[config.mk]
export PLATFORM = sky130hd
export DESIGN_NAME = quoted_string_escape_encoder
export DESIGN_NICKNAME = d
export VERILOG_FILES = /design/src/hw/rtl/qsee_pkg.sv /design/src/hw/rtl/qsee_front.sv /design/src/hw/rtl/qsee_queue.sv /design/src/hw/rtl/qsee_back.sv /design/src/hw/rtl/quoted_string_escape_encoder.sv
export SDC_FILE = /design/constraint.sdc
export NUM_CORES = 1
export LEC_CHECK = 0
export BUFFER_PORTS_ARGS = -buffer_cell sky130_fd_sc_hd__buf_2
export CORE_MARGIN = 4
export CORE_UTILIZATION = 60
export CTS_CLUSTER_DIAMETER = 120
export DETAILED_ROUTE_END_ITERATION = 10
export MAX_ROUTING_LAYER = met4
export PLACE_DENSITY = 0.82
export SETUP_SLACK_MARGIN = 0.1
export SYNTH_ARGS = -nofsm -noshare
export SYNTH_HDL_FRONTEND = slang
export SYNTH_SLANG_ARGS = --single-unit
[constraint.sdc]
create_clock -name clock -period 6.9 [get_ports clock]
set_clock_uncertainty 0.1 [all_clocks]
set_input_delay 0 -clock clock [delete_from_list [all_inputs] [get_ports clock]]
set_output_delay 0 -clock clock [all_outputs]
set_load 0.02 [all_outputs]
[src/hw/rtl/qsee_pkg.sv]
// Shared types, constants and helpers of the quoted string escape encoder.
package qsee_pkg;

   // Field widths
   localparam int unsigned CP_W     = 21;
   localparam int unsigned QUOTE_W  = 7;
   localparam int unsigned LIMIT_W  = 20;
   localparam int unsigned CSR_W    = 20;
   localparam int unsigned CSR_IDX_W = 2;
   localparam int unsigned LEN_W    = 4;

   // Default depth of the descriptor queue between front and back
   localparam int unsigned QSEE_QUEUE_DEPTH = 4;

   // Register indexes
   localparam logic [CSR_IDX_W-1:0] CSR_QUOTE_CHAR = 2'd0;
   localparam logic [CSR_IDX_W-1:0] CSR_SHARP_HEX  = 2'd1;
   localparam logic [CSR_IDX_W-1:0] CSR_CHAR_LIMIT = 2'd2;

   // Register reset values
   localparam logic [QUOTE_W-1:0] QUOTE_RESET = 7'd34;
   localparam logic [LIMIT_W-1:0] LIMIT_RESET = 20'd1000000;

   // Character codes
   localparam logic [CP_W-1:0] CP_BACKSLASH = 21'h00005C;
   localparam logic [CP_W-1:0] CP_BEL       = 21'h000007;
   localparam logic [CP_W-1:0] CP_BS        = 21'h000008;
   localparam logic [CP_W-1:0] CP_TAB       = 21'h000009;
   localparam logic [CP_W-1:0] CP_LF        = 21'h00000A;
   localparam logic [CP_W-1:0] CP_VT        = 21'h00000B;
   localparam logic [CP_W-1:0] CP_FF        = 21'h00000C;
   localparam logic [CP_W-1:0] CP_CR        = 21'h00000D;
   localparam logic [CP_W-1:0] CP_MAX       = 21'h10FFFF;
   localparam logic [CP_W-1:0] CP_REPLACE   = 21'h00FFFD;

   localparam logic [7:0] BYTE_BACKSLASH = 8'h5C;
   localparam logic [7:0] BYTE_X         = 8'h78;

   // How the character part of an item is written
   typedef enum logic [1:0] {
      KIND_NONE = 2'd0,
      KIND_PAIR = 2'd1,
      KIND_HEX  = 2'd2,
      KIND_UTF8 = 2'd3
   } char_kind_type;

   // One classified item, as handed from front to back
   typedef struct packed {
      logic              open_quote;
      logic              close_quote;
      char_kind_type     kind;
      logic [7:0]        second;   // second byte of a two-byte escape
      logic [CP_W-1:0]   code;     // value for hex digits or UTF-8
      logic [LEN_W-1:0]  len;      // bytes of the character part
      logic [LEN_W-1:0]  count;    // bytes of the whole item
   } desc_type;

   // Lower-case hex digit of a nibble
   function automatic logic [7:0] hex_char(input logic [3:0] nib);
      if (nib < 4'd10) begin
         hex_char = 8'h30 + {4'h0, nib};
      end else begin
         hex_char = 8'h57 + {4'h0, nib};
      end
   endfunction

endpackage

[src/hw/rtl/qsee_front.sv]
// Front part: accepts items, tracks per-string state and classifies each character.
module qsee_front import qsee_pkg::*; (
   input  logic                 clock,
   input  logic                 reset,
   input  logic                 push,
   input  logic [CP_W-1:0]      code_point,
   input  logic                 first_char,
   input  logic                 last_char,
   input  logic                 carries_char,
   input  logic [QUOTE_W-1:0]   quote_char,
   input  logic                 sharp_hex,
   input  logic [LIMIT_W-1:0]   char_limit,
   input  logic                 q_full,
   output logic                 q_push,
   output desc_type             q_data
);

   logic               last_hex_ff, last_hex_in;
   logic [LIMIT_W-1:0] taken_ff, taken_in;

   logic               accept;
   logic               prev_hex;
   logic [LIMIT_W-1:0] taken_eff;
   logic               take;
   logic [7:0]         letter;
   logic               is_digit;
   logic               is_ctrl;
   logic               use_hex;
   logic [2:0]         nib_n;
   logic [CP_W-1:0]    ucode;
   logic [LEN_W-1:0]   ulen;
   desc_type           d;

   assign accept = push && !q_full;

   // Start of a string clears the state before the character is handled
   assign prev_hex  = first_char ? 1'b0 : last_hex_ff;
   assign taken_eff = first_char ? '0 : taken_ff;
   assign take      = carries_char && (taken_eff < char_limit);

   // Letter escapes
   always_comb begin
      case (code_point)
         CP_BACKSLASH: letter = 8'h5C;
         CP_BEL:       letter = 8'h61;
         CP_BS:        letter = 8'h62;
         CP_FF:        letter = 8'h66;
         CP_LF:        letter = 8'h6E;
         CP_CR:        letter = 8'h72;
         CP_TAB:       letter = 8'h74;
         CP_VT:        letter = 8'h76;
         default:      letter = 8'h00;
      endcase
   end

   // Hex escape conditions
   assign is_digit = (code_point >= 21'h30 && code_point <= 21'h39) ||
                     (code_point >= 21'h61 && code_point <= 21'h66) ||
                     (code_point >= 21'h41 && code_point <= 21'h46);
   assign is_ctrl  = (code_point < 21'h20) ||
                     (code_point >= 21'h7F && code_point <= 21'hA0);
   assign use_hex  = (prev_hex && is_digit) || is_ctrl ||
                     (code_point >= 21'h100 && sharp_hex);

   // Number of hex digits, no leading zeros
   always_comb begin
      if (code_point[20]) begin
         nib_n = 3'd6;
      end else if (code_point[19:16] != 4'h0) begin
         nib_n = 3'd5;
      end else if (code_point[15:12] != 4'h0) begin
         nib_n = 3'd4;
      end else if (code_point[11:8] != 4'h0) begin
         nib_n = 3'd3;
      end else if (code_point[7:4] != 4'h0) begin
         nib_n = 3'd2;
      end else begin
         nib_n = 3'd1;
      end
   end

   // UTF-8 length, out-of-range values become the replacement character
   assign ucode = (code_point > CP_MAX) ? CP_REPLACE : code_point;
   always_comb begin
      if (ucode < 21'h80) begin
         ulen = 4'd1;
      end else if (ucode < 21'h800) begin
         ulen = 4'd2;
      end else if (ucode < 21'h10000) begin
         ulen = 4'd3;
      end else begin
         ulen = 4'd4;
      end
   end

   // Build the descriptor
   always_comb begin
      d.open_quote  = first_char;
      d.close_quote = last_char;
      d.kind        = KIND_NONE;
      d.second      = letter;
      d.code        = code_point;
      d.len         = '0;
      if (take) begin
         if (letter != 8'h00) begin
            d.kind = KIND_PAIR;
            d.len  = 4'd2;
         end else if (code_point == {{(CP_W-QUOTE_W){1'b0}}, quote_char}) begin
            d.kind   = KIND_PAIR;
            d.second = {1'b0, quote_char};
            d.len    = 4'd2;
         end else if (use_hex) begin
            d.kind = KIND_HEX;
            d.len  = 4'd2 + {1'b0, nib_n};
         end else begin
            d.kind = KIND_UTF8;
            d.code = ucode;
            d.len  = ulen;
         end
      end
      d.count = d.len + {3'b0, first_char} + {3'b0, last_char};
   end

   assign q_data = d;
   assign q_push = accept && (d.count != '0);

   // Advance the string state on each accepted item
   always_comb begin
      last_hex_in = last_hex_ff;
      taken_in    = taken_ff;
      if (accept) begin
         last_hex_in = take ? use_hex && (d.kind == KIND_HEX) : prev_hex;
         taken_in    = take ? taken_eff + 1'b1 : taken_eff;
      end
   end

   always_ff @(posedge clock) begin
      if (reset) begin
         last_hex_ff <= 1'b0;
         taken_ff    <= '0;
      end else begin
         last_hex_ff <= last_hex_in;
         taken_ff    <= taken_in;
      end
   end

endmodule

[src/hw/rtl/qsee_queue.sv]
// Descriptor queue that decouples the front from the back.
module qsee_queue import qsee_pkg::*; #(
   parameter int unsigned DEPTH = QSEE_QUEUE_DEPTH
) (
   input  logic      clock,
   input  logic      reset,
   input  logic      push,
   input  desc_type  push_data,
   output logic      full,
   input  logic      pop,
   output desc_type  head,
   output logic      empty
);

   localparam int unsigned PTR_W = (DEPTH > 1) ? $clog2(DEPTH) : 1;
   localparam int unsigned CNT_W = $clog2(DEPTH + 1);

   desc_type           mem_ff [DEPTH];
   logic [PTR_W-1:0]   wr_ptr_ff, wr_ptr_in;
   logic [PTR_W-1:0]   rd_ptr_ff, rd_ptr_in;
   logic [CNT_W-1:0]   count_ff, count_in;

   assign full  = (count_ff == CNT_W'(DEPTH));
   assign empty = (count_ff == '0);
   assign head  = mem_ff[rd_ptr_ff];

   // Advance pointers with wrap at the depth
   always_comb begin
      wr_ptr_in = wr_ptr_ff;
      rd_ptr_in = rd_ptr_ff;
      count_in  = count_ff;
      if (push) begin
         wr_ptr_in = (wr_ptr_ff == PTR_W'(DEPTH - 1)) ? '0 : wr_ptr_ff + 1'b1;
      end
      if (pop) begin
         rd_ptr_in = (rd_ptr_ff == PTR_W'(DEPTH - 1)) ? '0 : rd_ptr_ff + 1'b1;
      end
      if (push && !pop) begin
         count_in = count_ff + 1'b1;
      end else if (pop && !push) begin
         count_in = count_ff - 1'b1;
      end
   end

   always_ff @(posedge clock) begin
      if (reset) begin
         wr_ptr_ff <= '0;
         rd_ptr_ff <= '0;
         count_ff  <= '0;
      end else begin
         wr_ptr_ff <= wr_ptr_in;
         rd_ptr_ff <= rd_ptr_in;
         count_ff  <= count_in;
      end
   end

   // Store entries
   always_ff @(posedge clock) begin
      if (push) begin
         mem_ff[wr_ptr_ff] <= push_data;
      end
   end

`ifndef SYNTH
   a_count_bound: assert property (@(posedge clock) disable iff (reset)
      count_ff <= CNT_W'(DEPTH))
      else $error("queue count beyond depth");

   a_no_pop_empty: assert property (@(posedge clock) disable iff (reset)
      pop |-> !empty)
      else $error("queue popped while empty");
`endif

endmodule

[src/hw/rtl/qsee_back.sv]
// Back part: expands each descriptor into output bytes, one per cycle unless the output stalls.
module qsee_back import qsee_pkg::*; (
   input  logic                 clock,
   input  logic                 reset,
   input  logic [QUOTE_W-1:0]   quote_char,
   input  desc_type             q_head,
   input  logic                 q_empty,
   output logic                 q_pop,
   output logic                 out_valid,
   input  logic                 out_pop,
   output logic [7:0]           out_byte,
   output logic                 out_last_of_run,
   output logic                 out_string_done
);

   desc_type           cur_ff, cur_in;
   logic               cur_valid_ff, cur_valid_in;
   logic [LEN_W-1:0]   idx_ff, idx_in;
   logic               ovalid_ff, ovalid_in;
   logic [7:0]         obyte_ff;
   logic               olast_ff;
   logic               odone_ff;

   logic               advance;
   logic               at_end;
   logic               load;
   logic [LEN_W-1:0]   j;
   logic [2:0]         dig;
   logic [1:0]         kpos;
   logic [3:0]         nib;
   logic [5:0]         six;
   logic [7:0]         char_byte;
   logic [7:0]         byte_now;
   logic [7:0]         quote_byte;

   assign quote_byte = {1'b0, quote_char};

   // Step when a descriptor is held and the output slot frees up
   assign advance = cur_valid_ff && (!ovalid_ff || out_pop);
   assign at_end  = (idx_ff == cur_ff.count - 1'b1);
   assign load    = !cur_valid_ff || (advance && at_end);
   assign q_pop   = load && !q_empty;

   // Position inside the character part
   assign j    = idx_ff - {3'b0, cur_ff.open_quote};
   assign dig  = 3'(cur_ff.len - 4'd1 - j);
   assign kpos = 2'(cur_ff.len - 4'd1 - j);

   always_comb begin
      case (dig)
         3'd0:    nib = cur_ff.code[3:0];
         3'd1:    nib = cur_ff.code[7:4];
         3'd2:    nib = cur_ff.code[11:8];
         3'd3:    nib = cur_ff.code[15:12];
         3'd4:    nib = cur_ff.code[19:16];
         3'd5:    nib = {3'b0, cur_ff.code[20]};
         default: nib = 4'h0;
      endcase
   end

   always_comb begin
      case (kpos)
         2'd0:    six = cur_ff.code[5:0];
         2'd1:    six = cur_ff.code[11:6];
         2'd2:    six = cur_ff.code[17:12];
         default: six = {3'b0, cur_ff.code[20:18]};
      endcase
   end

   // Byte of the character part
   always_comb begin
      char_byte = 8'h00;
      case (cur_ff.kind)
         KIND_PAIR: begin
            char_byte = (j == '0) ? BYTE_BACKSLASH : cur_ff.second;
         end
         KIND_HEX: begin
            if (j == 4'd0) begin
               char_byte = BYTE_BACKSLASH;
            end else if (j == 4'd1) begin
               char_byte = BYTE_X;
            end else begin
               char_byte = hex_char(nib);
            end
         end
         KIND_UTF8: begin
            if (j != '0) begin
               char_byte = {2'b10, six};
            end else begin
               case (cur_ff.len)
                  4'd1:    char_byte = {1'b0, cur_ff.code[6:0]};
                  4'd2:    char_byte = {3'b110, cur_ff.code[10:6]};
                  4'd3:    char_byte = {4'b1110, cur_ff.code[15:12]};
                  default: char_byte = {5'b11110, cur_ff.code[20:18]};
               endcase
            end
         end
         default: char_byte = 8'h00;
      endcase
   end

   // Pick opening quote, character byte or closing quote
   always_comb begin
      if (cur_ff.open_quote && idx_ff == '0) begin
         byte_now = quote_byte;
      end else if (j < cur_ff.len) begin
         byte_now = char_byte;
      end else begin
         byte_now = quote_byte;
      end
   end

   // Sequencer control
   always_comb begin
      cur_in       = cur_ff;
      cur_valid_in = cur_valid_ff;
      idx_in       = idx_ff;
      if (load) begin
         cur_valid_in = !q_empty;
         cur_in       = q_head;
         idx_in       = '0;
      end else if (advance) begin
         idx_in = idx_ff + 1'b1;
      end
      ovalid_in = advance ? 1'b1 : (out_pop ? 1'b0 : ovalid_ff);
   end

   always_ff @(posedge clock) begin
      if (reset) begin
         cur_valid_ff <= 1'b0;
         idx_ff       <= '0;
         ovalid_ff    <= 1'b0;
      end else begin
         cur_valid_ff <= cur_valid_in;
         idx_ff       <= idx_in;
         ovalid_ff    <= ovalid_in;
      end
   end

   // Hold descriptor and output payload
   always_ff @(posedge clock) begin
      cur_ff <= cur_in;
      if (advance) begin
         obyte_ff <= byte_now;
         olast_ff <= at_end;
         odone_ff <= at_end && cur_ff.close_quote;
      end
   end

   assign out_valid       = ovalid_ff;
   assign out_byte        = obyte_ff;
   assign out_last_of_run = olast_ff;
   assign out_string_done = odone_ff;

`ifndef SYNTH
   a_idx_in_range: assert property (@(posedge clock) disable iff (reset)
      cur_valid_ff |-> (idx_ff < cur_ff.count))
      else $error("byte index past end of item");

   a_done_is_last: assert property (@(posedge clock) disable iff (reset)
      (ovalid_ff && odone_ff) |-> olast_ff)
      else $error("closing quote not on last byte of item");
`endif

endmodule

[src/hw/rtl/quoted_string_escape_encoder.sv]
// Top level of the quoted string escape encoder: registers, front, queue and back.
// First byte of an item passes the queue, the held descriptor and the output register.
// Throughput: one result byte per cycle while results are popped; an item yields 1 to 10
// bytes (0 if nothing to write). Input takes an item every cycle while the descriptor queue
// has room; the byte sequencer in the back part sets the sustained rate of output bytes.
// Reset is synchronous: registers return to their defaults, state, queue and output clear.
module quoted_string_escape_encoder import qsee_pkg::*; #(
   parameter int unsigned QUEUE_DEPTH = QSEE_QUEUE_DEPTH
) (
   input  logic                  clock,
   input  logic                  reset,
   input  logic                  req_push,
   output logic                  req_full,
   input  logic [CP_W-1:0]       req_code_point,
   input  logic                  req_first_char,
   input  logic                  req_last_char,
   input  logic                  req_carries_char,
   output logic                  rsp_empty,
   input  logic                  rsp_pop,
   output logic [7:0]            rsp_out_byte,
   output logic                  rsp_last_of_run,
   output logic                  rsp_string_done,
   input  logic                  csr_wr_en,
   input  logic [CSR_IDX_W-1:0]  csr_index,
   input  logic [CSR_W-1:0]      csr_wr_data
);

   logic [QUOTE_W-1:0] quote_ff, quote_in;
   logic               sharp_ff, sharp_in;
   logic [LIMIT_W-1:0] limit_ff, limit_in;

   logic       q_push;
   logic       q_full;
   logic       q_pop;
   logic       q_empty;
   desc_type   q_data;
   desc_type   q_head;
   logic       out_valid;

   // Decode register writes
   always_comb begin
      quote_in = quote_ff;
      sharp_in = sharp_ff;
      limit_in = limit_ff;
      if (csr_wr_en) begin
         case (csr_index)
            CSR_QUOTE_CHAR: quote_in = csr_wr_data[QUOTE_W-1:0];
            CSR_SHARP_HEX:  sharp_in = csr_wr_data[0];
            CSR_CHAR_LIMIT: limit_in = csr_wr_data[LIMIT_W-1:0];
            default:        quote_in = quote_ff;
         endcase
      end
   end

   always_ff @(posedge clock) begin
      if (reset) begin
         quote_ff <= QUOTE_RESET;
         sharp_ff <= 1'b0;
         limit_ff <= LIMIT_RESET;
      end else begin
         quote_ff <= quote_in;
         sharp_ff <= sharp_in;
         limit_ff <= limit_in;
      end
   end

   qsee_front u_front (
      .clock        (clock),
      .reset        (reset),
      .push         (req_push),
      .code_point   (req_code_point),
      .first_char   (req_first_char),
      .last_char    (req_last_char),
      .carries_char (req_carries_char),
      .quote_char   (quote_ff),
      .sharp_hex    (sharp_ff),
      .char_limit   (limit_ff),
      .q_full       (q_full),
      .q_push       (q_push),
      .q_data       (q_data)
   );

   qsee_queue #(
      .DEPTH (QUEUE_DEPTH)
   ) u_queue (
      .clock     (clock),
      .reset     (reset),
      .push      (q_push),
      .push_data (q_data),
      .full      (q_full),
      .pop       (q_pop),
      .head      (q_head),
      .empty     (q_empty)
   );

   qsee_back u_back (
      .clock           (clock),
      .reset           (reset),
      .quote_char      (quote_ff),
      .q_head          (q_head),
      .q_empty         (q_empty),
      .q_pop           (q_pop),
      .out_valid       (out_valid),
      .out_pop         (rsp_pop),
      .out_byte        (rsp_out_byte),
      .out_last_of_run (rsp_last_of_run),
      .out_string_done (rsp_string_done)
   );

   assign req_full  = q_full;
   assign rsp_empty = !out_valid;

endmodule

==> flow_metrics.tcl, run 1 <==
set metrics [dict create \
    ys_seq_elements 272 \
    post-place-ws_ps 1300 \
    grt_pass1_wl_mm 46.6 \
    syn_avg_cell_area_um2 12.7 \
    ctsLongestPathBuffers 3 \
    synthArstFlopShare 0 \
    placed_cells 1299 \
    final_antenna_net_count 0 \
    gr-total-overflow 0 \
    yosysTopAreaCellShare 0.492 \
    p_clk_frac 0.263 \
    place.gp.congestion 0.982 \
    critical_path_class "in -> reg" \
    cp.depth 21 \
    drv_cap 0 \
    busiest_layer "met2" \
    synth_common_cells "210 x edfxtp_1, 92 x nand2_1, 75 x nor2_1, 62 x dfxtp_1, 47 x inv_1" \
    slew_violations 0 \
    path_cells "dlygate4sd3_1 -> buf_2 -> nor4_4 -> nand4_4 -> or4_1 -> o21a_1 -> nand2_1 -> o31ai_1 -> nor4_1 -> fa_1 -> nor2b_1 -> a32oi_1 -> o31ai_1 -> a21oi_1 -> a221oi_4 -> ha_1 -> inv_1 -> fa_1 -> xor2_1 -> or3_1 -> a21oi_1" \
    worstPathRequired_ps 7260 \
    combPwrFrac 0.346 \
    relSlewSlack 0.258 \
    insertion_delay_ps 550 \
    grtUsageMet3 0.0512 \
    yosysMostFrequentCell "edfxtp_1" \
    drt_pass1_iterations 5 \
    tightest_slew_ps 1110 \
    crit_family "simple AND/OR/NAND/NOR gates" \
    arrival_ps 5930 \
    synthSimpleGateAreaFrac 0.131 \
    synth_area_leaders "edfxtp_1 49%, dfxtp_1 9.7%, mux4_2 7.6%, ha_1 3.8%, nand2_1 2.7%" \
    drive_above_1_share 0.172 \
    synthMuxAreaShare 0.0973 \
    critPathSlowestCell "nor4_4" \
    cts_buffers 27 \
    fmax_ghz 0.180 \
    grtUsageTotal 0.255 \
    synth_top_family_by_area "simple AND/OR/NAND/NOR gates" \
    critPathMaxStageDelay_ps 640 \
    power_mw 5.99 \
    setup_tns_ps 0 \
    wl_mm 29.2 \
    synth_cell_type_count 64 \
    grt_pass1_vias 8628 \
    seqPwrFrac 0.392 \
    start_util 0.609 \
    area_growth_pct 15.7 \
    rows 53 \
    die_y_um 154 \
    synth_fa_ha_area_frac 0.0428 \
    antenna_found_initial 1 \
    setup_viol 0 \
    clkTransAtPathRegs_ps 60 \
    grt_max_degree 62 \
    tritoncts "done" \
    start_kind "primary input" \
    outcome "finished, final reports clean" \
    placement.io_buffers 62 \
    finalCritPeriodShare 0.807 \
    dr_total_vias 8640 \
    path_max_fanout 8 \
    die_width_um 154 \
    crit_buf_inv 3 \
    hold_class "in -> reg" \
    p_int_mw 3.99 \
    viasPerCell 6.16 \
    power_density_mw_per_mm2 404 \
    worst_slack_ps 1330 \
    hold_depth 3 \
    drtIter0Drc 805 \
    synth.net_count 1101 \
    clkSinkCount 272 \
    worstRegToRegCells 20 \
    post_cts_buffers 0 \
    synthXorXnorAreaFrac 0.0287 \
    synthCells 1008 \
    rsz0062_at_grt "false" \
    cts_root_buf "clkbuf_16" \
    gr-usage-met2 0.426 \
    synth_area_leader_cell "edfxtp_1" \
    p_switching_mw 2.01 \
    core_mm2 0.0210 \
    period_needed_ps 5570 \
    grt_util_met1 0.317 \
    hold_violations 0 \
    htreeDepth 1 \
    end_kind "flip-flop" \
    hpwlAfterDp_mm 18.2 \
    nNetsFinal 1199 \
    synth_edf_count 210 \
    synth_flop_cell "edfxtp_1" \
    wl_per_cell_um 20.8 \
    swShare 0.335 \
    fin_cells 1403 \
    peakVddDrop_uv 243 \
    die_area_mm2 0.0238 \
    synth_compound_area_frac 0.0821 \
    ys_warn_count 0 \
    synth-seq-area-share 0.589 \
    p_leak_nw 5.24 \
    synth_area_mm2 0.0128 \
    io_pins 63 \
    drcViolationCount 0 \
    final_util 0.705 \
]
kinds of logic after synthesis:
logic type               after synthesis
adder cells (fa/ha/maj)               42
multiplexers                          70
buffers and inverters                 99
XOR/XNOR                              42
AND/OR/NAND/NOR                      326
AO/OA/AOI/OAI                        157
flip-flops                           272
repair_timing:
item / 4_1_cts / 5_1_grt
endpoints found under the hold margin: 152 / 0
hold buffers: 53 / 0
resized for setup: 0 / 0
per-layer routing:
layer | up-vias | wire length [um]
met4 | 0 | 916
met5 | - | 0
met2 | 447 | 14400
met1 | 4164 | 11200
met3 | 95 | 2600
li1 | 3934 | -
cells in the final DEF, fill, tap and decap left out, types with 4 or more instances in the layout:
cell type,synthesis,layout
nand3_1,12,12
mux4_2,43,43
nand2_1,92,92
nand4_1,9,9
or2_2,19,19
o21ai_0,38,38
o22ai_1,6,6
xnor2_1,12,12
nand2b_1,10,10
buf_2,0,62
edfxtp_1,210,210
nor2b_1,32,32
clkbuf_16,0,27
and2_2,0,4
nand3b_1,4,4
a31oi_1,8,8
inv_1,47,47
xor2_1,30,30
bufinv_16,0,6
nor3b_1,7,7
buf_4,0,6
o31ai_1,7,7
o21a_1,4,4
a21oi_1,41,41
clkbuf_1,36,5
nor2_1,75,75
nor3_1,18,18
a211oi_1,4,4
o211ai_1,5,5
ha_1,39,39
or4_1,6,6
and2_1,13,9
a211o_1,14,14
mux2i_1,24,24
dlygate4sd3_1,0,53
nor4_1,10,9
dfxtp_1,62,60
sequential cells by signal (all words and copies together) (netlist names), 3 cells and up:
register and count:
u_queue.mem_ff 160, u_back.cur_ff 40, limit_ff 20, u_front.taken_ff 20, u_back.out_byte 8, quote_ff 7, u_back.idx_ff 4, u_queue.count_ff 3
worst reg2reg max path, delay by kind of cell, from the launching register on:
family	cells	cell delay, ps
buf+inv	1	60
flops	1	330
compound gates	8	1470
xor+xnor	1	180
simple gates	6	1860
fa+ha+maj	4	1380
final timing paths:
path	startpoint	endpoint	slack, ps
worst max register to register	u_front.taken_ff[17]$_SDFFE_PP0P_	u_queue.count_ff[2]$_SDFFE_PP0P_	1450
worst max-delay path	req_code_point[19]	u_queue.count_ff[2]$_SDFFE_PP0P_	1330
worst min-delay path	csr_wr_data[18]	limit_ff[18]$_SDFFE_PP1P_	120
worst min register to register	limit_ff[3]$_SDFFE_PP0P_	limit_ff[3]$_SDFFE_PP0P_	360
layout make-up:
type / instances / area (um2)
Sequential cell: 272 / 7550
Fill cell: 1316 / 6200
Clock buffer: 32 / 694
Inverter: 47 / 176
Clock inverter: 18 / 259
Timing Repair Buffer: 121 / 886
Tap cell: 275 / 344
Multi-Input combinational cell: 637 / 4910
Antenna cell: 1 / 2.50
per-stage QoR:
| step | hold slack (ps) | area (um2) |
|---|---|---|
| finish | 123 | 14800 |
| global route | 122 | 14800 |
| CTS | 90.7 | 14800 |
| detailed placement | 108 | 13300 |
| global placement | 102 | 13300 |
| floorplan | -1.13 | 12800 |
power by group through the flow:
stage / Sequential, mW / Combinational, mW / Clock (mW)
2_1_floorplan: 2.31 / 1.55 / 0
3_3_place_gp: 2.35 / 1.96 / 0
3_5_place_dp: 2.37 / 2.01 / 0
4_1_cts: 2.35 / 2.06 / 1.59
5_1_grt: 2.37 / 2.26 / 1.66
6_report: 2.35 / 2.07 / 1.57
Note: power is estimated with default switching activity, not from simulation.
==> inputs of run 2 (changes only) <==
CORE_UTILIZATION = 56   (was 60)
PLACE_DENSITY = 0.81   (was 0.82)
clock period = 5.05 ns   (was 6.9 ns; I/O delays follow)
==> flow_metrics.tcl, run 2 (synthesis results as in run 1) <==
set metrics [dict create \
    outcome "finished, final reports clean" \
    power_mw 8.08 \
    area_growth_pct 16.9 \
    nNetsFinal 1214 \
    drcViolationCount 0 \
    cts_root_buf "clkbuf_16" \
    grtUsageTotal 0.242 \
    worstPathRequired_ps 5400 \
    dr_total_vias 8689 \
    power_density_mw_per_mm2 539 \
    swShare 0.336 \
    drtIter0Drc 773 \
    hold_violations 0 \
    r2r_setup_slack_ps 410 \
    final_antenna_net_count 0 \
    grt_pass1_vias 8651 \
    slew_violations 0 \
    arrival_ps 5000 \
    core_mm2 0.0226 \
    peakVddDrop_uv 301 \
    n_fill_cell 1553 \
    placement.io_buffers 62 \
    final_cell_mix "210 x edfxtp_1, 92 x nand2_1, 75 x nor2_1" \
    insertion_delay_ps 530 \
    wl_per_cell_um 21.0 \
    io_pins 63 \
    fmax_ghz 0.215 \
    largest_register_ffs 160 \
    ctsLongestPathBuffers 3 \
    die_y_um 159 \
    finalCritPeriodShare 0.922 \
    viasPerCell 6.08 \
    hpwlAfterDp_mm 18.8 \
    post-place-ws_ps 241 \
    end_kind "flip-flop" \
    rsz0062_at_grt "false" \
    worst_slack_ps 396 \
    combPwrFrac 0.343 \
    grt_max_degree 62 \
    antenna_found_initial 1 \
    clkTransAtPathRegs_ps 60 \
    place_area_mm2 0.0135 \
    die_area_mm2 0.0254 \
    clkSinkCount 272 \
    stdcell_area_mm2 0.0150 \
    p_switching_mw 2.71 \
    drive_above_1_share 0.187 \
    tightest_slew_ps 1180 \
    drt_pass1_iterations 5 \
    p_int_mw 5.37 \
    path_max_fanout 7 \
    largest-register "u_queue.mem_ff" \
    critical_path_class "in -> reg" \
    wl_mm 30.0 \
    p_leak_nw 5.35 \
    period_needed_ps 4650 \
    tritoncts "done" \
    seqPwrFrac 0.408 \
    r2r-end "u_queue.count_ff[2]$_SDFFE_PP0P_" \
    rows 55 \
    reg_top3 "u_queue.mem_ff x160, u_back.cur_ff x40" \
    hold_class "in -> reg" \
    htreeDepth 1 \
    min_from "req_first_char" \
    reg2reg_from "u_front.taken_ff[11]$_SDFFE_PP0P_" \
    drv_cap 0 \
    place.gp.congestion 0.948 \
    start_util 0.568 \
    p_clk_frac 0.250 \
    layout_commonest_cell "edfxtp_1" \
    hold_depth 2 \
    start_kind "primary input" \
    grt_pass1_wl_mm 47.5 \
    setup_tns_ps 0 \
    relSlewSlack 0.215 \
    min_to "u_queue.mem_ff[1][40]$_DFFE_PP_" \
    die_width_um 159 \
    gr-total-overflow 0 \
    cts_buffers 27 \
    worstRegToRegCells 20 \
    setup_viol 0 \
]
-- run 2: layer usage --
layer	GRT usage	wire length, um
met5	-	0
met2	0.409	15100
met1	0.317	12300
met4	0.0576	571
met3	0.0293	1940
-- run 2: area by class of cell --
type,instances,area [um2],share of cell area
antenna,1,2.50,0.000167
clock inverter,11,129,0.00860
timing repair buffer,136,1050,0.0698
sequential,272,7550,0.504
inverter,47,176,0.0118
tap,285,357,0.0238
clock buffer,39,782,0.0522
multi-input combinational,637,4940,0.330
-- run 2: per-stage QoR --
| stage | std cells | util | hold slack (ps) |
|---|---|---|---|
| finish | 1428 | 0.664 | 36.9 |
| global placement | 1324 | 0.599 | 102 |
| detailed placement | 1324 | 0.599 | 109 |
| floorplan | 1008 | - | -1.13 |
| CTS | 1426 | 0.662 | 8.06 |
| global route | 1428 | 0.664 | 34.2 |
-- run 2: worst max-delay path by stage --
stage	startpoint	to	slack, ps	depth (start not counted)
finish	req_code_point[19]	u_queue.count_ff[2]$_SDFFE_PP0P_	400	22
global route	u_front.taken_ff[17]$_SDFFE_PP0P_	u_queue.count_ff[2]$_SDFFE_PP0P_	100	20
CTS	u_front.taken_ff[17]$_SDFFE_PP0P_	u_queue.count_ff[2]$_SDFFE_PP0P_	180	20
detailed placement	u_front.taken_ff[17]$_SDFFE_PP0P_	u_queue.count_ff[2]$_SDFFE_PP0P_	240	20
global placement	u_front.taken_ff[17]$_SDFFE_PP0P_	u_queue.count_ff[2]$_SDFFE_PP0P_	360	20
floorplan	req_first_char	u_queue.count_ff[2]$_SDFFE_PP0P_	190	23
-- run 2: repair_timing --
action	in CTS	in global routing
endpoints found under the setup margin	0	32
resized for setup	0	6
hold buffers	52	0
hold endpoints to repair	140	0
setup buffers	0	1
-- run 2: power by group through the flow --
stage,logic (mW),registers (mW),clock network (mW)
after floorplan,2.11,3.15,0
after global placement,2.62,3.31,0
after detailed placement,2.68,3.33,0
after CTS,2.75,3.29,2.05
after global routing,3.02,3.34,2.14
final,2.77,3.29,2.02
-- run 2: critical path, stage by stage --
cell           delay, ps
dlygate4sd3_1        540
buf_2                160
nor4_4               410
nand4_4              200
or4_1                520
o21a_1               140
nand2_1              140
nand3_1               90
o31ai_1              130
nor4_4               110
fa_2                 420
ha_1                 390
nor2_1                60
nand2_1               60
a21oi_1               60
a221oi_4             300
ha_1                 220
inv_1                 60
fa_1                 370
xor2_1               170
or3_1                310
a21oi_1              150
==> inputs of run 3 (changes only) <==
PLACE_DENSITY = 0.77   (was 0.81)
==> flow_metrics.tcl, run 3 (synthesis results as in run 1) <==
set metrics [dict create \
    outcome "finished, final reports clean" \
    r2r_setup_slack_ps 300 \
    swShare 0.337 \
    slew_violations 0 \
    grt_pass1_vias 8568 \
    end_kind "flip-flop" \
    area_growth_pct 17.4 \
    p_leak_nw 5.35 \
    relSlewSlack 0.317 \
    die_y_um 159 \
    core_mm2 0.0226 \
    largest-register "u_queue.mem_ff" \
    power_density_mw_per_mm2 537 \
    arrival_ps 5100 \
    final_cell_mix "210 x edfxtp_1, 92 x nand2_1, 75 x nor2_1" \
    insertion_delay_ps 530 \
    hpwlAfterDp_mm 18.2 \
    whs_ps 82.5 \
    drt_pass1_iterations 5 \
    largest_register_ffs 160 \
    drcViolationCount 0 \
    nNetsFinal 1217 \
    grt_pass1_wl_mm 46.0 \
    period_needed_ps 4750 \
    reg_top3 "u_queue.mem_ff x160, u_back.cur_ff x40" \
    tritoncts "done" \
    io_pins 63 \
    p_switching_mw 2.73 \
    drv_cap 0 \
    path_max_fanout 6 \
    clkSinkCount 272 \
    rows 55 \
    cts_root_buf "clkbuf_16" \
    hold_class "in -> reg" \
    worstRegToRegCells 21 \
    min_from "req_code_point[20]" \
    crit_start "u_front.taken_ff[17]$_SDFFE_PP0P_" \
    peakVddDrop_uv 317 \
    dr_total_vias 8683 \
    reg2reg_from "u_front.taken_ff[17]$_SDFFE_PP0P_" \
    placed_cells 1322 \
    drive_above_1_share 0.197 \
    wl_per_cell_um 20.3 \
    start_util 0.568 \
    cts_buffers 28 \
    p_int_mw 5.35 \
    seqPwrFrac 0.401 \
    setup_viol 0 \
    endpoint "u_queue.count_ff[2]$_SDFFE_PP0P_" \
    fmax_ghz 0.211 \
    ctsLongestPathBuffers 3 \
    hold_violations 0 \
    final_antenna_net_count 0 \
    worstPathRequired_ps 5400 \
    grt_max_degree 62 \
    wl_mm 29.0 \
    clkTransAtPathRegs_ps 60 \
    die_area_mm2 0.0254 \
    die_width_um 159 \
    combPwrFrac 0.352 \
    tightest_slew_ps 1020 \
    critical_path_class "reg -> reg" \
    place.gp.congestion 0.947 \
    placement.io_buffers 62 \
    gr-total-overflow 0 \
    viasPerCell 6.07 \
    r2r-end "u_queue.count_ff[2]$_SDFFE_PP0P_" \
    start_kind "flip-flop" \
    fin_cells 1431 \
    htreeDepth 1 \
    layout_commonest_cell "edfxtp_1" \
    drtIter0Drc 714 \
    grtUsageTotal 0.232 \
    antenna_found_initial 1 \
    finalCritPeriodShare 0.940 \
    p_clk_frac 0.247 \
]
[run 3: cell type report]
type | instances | area [um2]
Antenna cell | 1 | 2.50
Clock buffer | 41 | 813
Clock inverter | 10 | 86.3
Fill cell | 1583 | 7530
Inverter | 47 | 176
Multi-Input combinational cell | 637 | 4990
Sequential cell | 272 | 7550
Tap cell | 285 | 357
Timing Repair Buffer | 138 | 1060
[run 3: power by group through the flow]
stage / clock network [mW] / registers [mW] / logic [mW]
after CTS: 2.02 / 3.23 / 2.80
after detailed placement: 0 / 3.27 / 2.75
after global routing: 2.13 / 3.28 / 3.10
after global placement: 0 / 3.25 / 2.67
final: 2.00 / 3.24 / 2.85
after floorplan: 0 / 3.15 / 2.11
[run 3: how the worst min path moves through the flow]
stage          cells past startpoint  slack, ps                              end
6_report                           3         80  u_queue.mem_ff[2][28]$_DFFE_PP_
4_1_cts                            3         40  u_queue.mem_ff[0][28]$_DFFE_PP_
3_5_place_dp                       2        110        limit_ff[16]$_SDFFE_PP1P_
5_1_grt                            3        100  u_queue.mem_ff[0][28]$_DFFE_PP_
2_1_floorplan                      0         -1  u_queue.mem_ff[0][39]$_DFFE_PP_
3_3_place_gp                       2        100        limit_ff[18]$_SDFFE_PP1P_
[run 3: worst max-delay path, cell delays in order (launching register included)]
cell	delay (ps)
dfxtp_1	370
nor2b_1	160
ha_1	250
a211oi_1	340
o21ai_1	190
nor3_2	230
o211ai_1	150
and2_1	210
nor4_4	130
buf_4	180
fa_2	280
nor2b_1	150
a32oi_1	60
o31ai_1	110
a21oi_2	110
a221oi_4	320
ha_2	240
inv_1	50
fa_1	370
xor2_1	170
or3_1	310
a21oi_1	170
[run 3: metrics by stage]
stage	area (um2)	utilization	setup TNS [ps]	setup slack, ps	total power [mW]
finish	15000	0.666	0	303	8.08
global route	15000	0.666	-38.1	-38.1	8.51
CTS	14900	0.661	0	150	8.05
detailed placement	13500	0.598	0	69.1	6.03
global placement	13500	0.598	0	292	5.93
floorplan	12800	-	0	187	5.27
[run 3: per-layer routing]
metal,vias to the layer above,part of all wire,GRT usage,wire length [um]
met5,-,0,-,0
met3,71,0.072,0.0337,2090
met1,4238,0.41,0.311,12000
met4,0,0.026,0.0623,765
met2,380,0.49,0.376,14200
li1,3994,-,-,-
[run 3: timing repair]
action,CTS,global route
resized for setup,1,18
endpoints found under the setup margin,1,33
hold buffers,51,0
buffers inserted,0,6
pin swaps,0,8
hold endpoints to repair,142,0
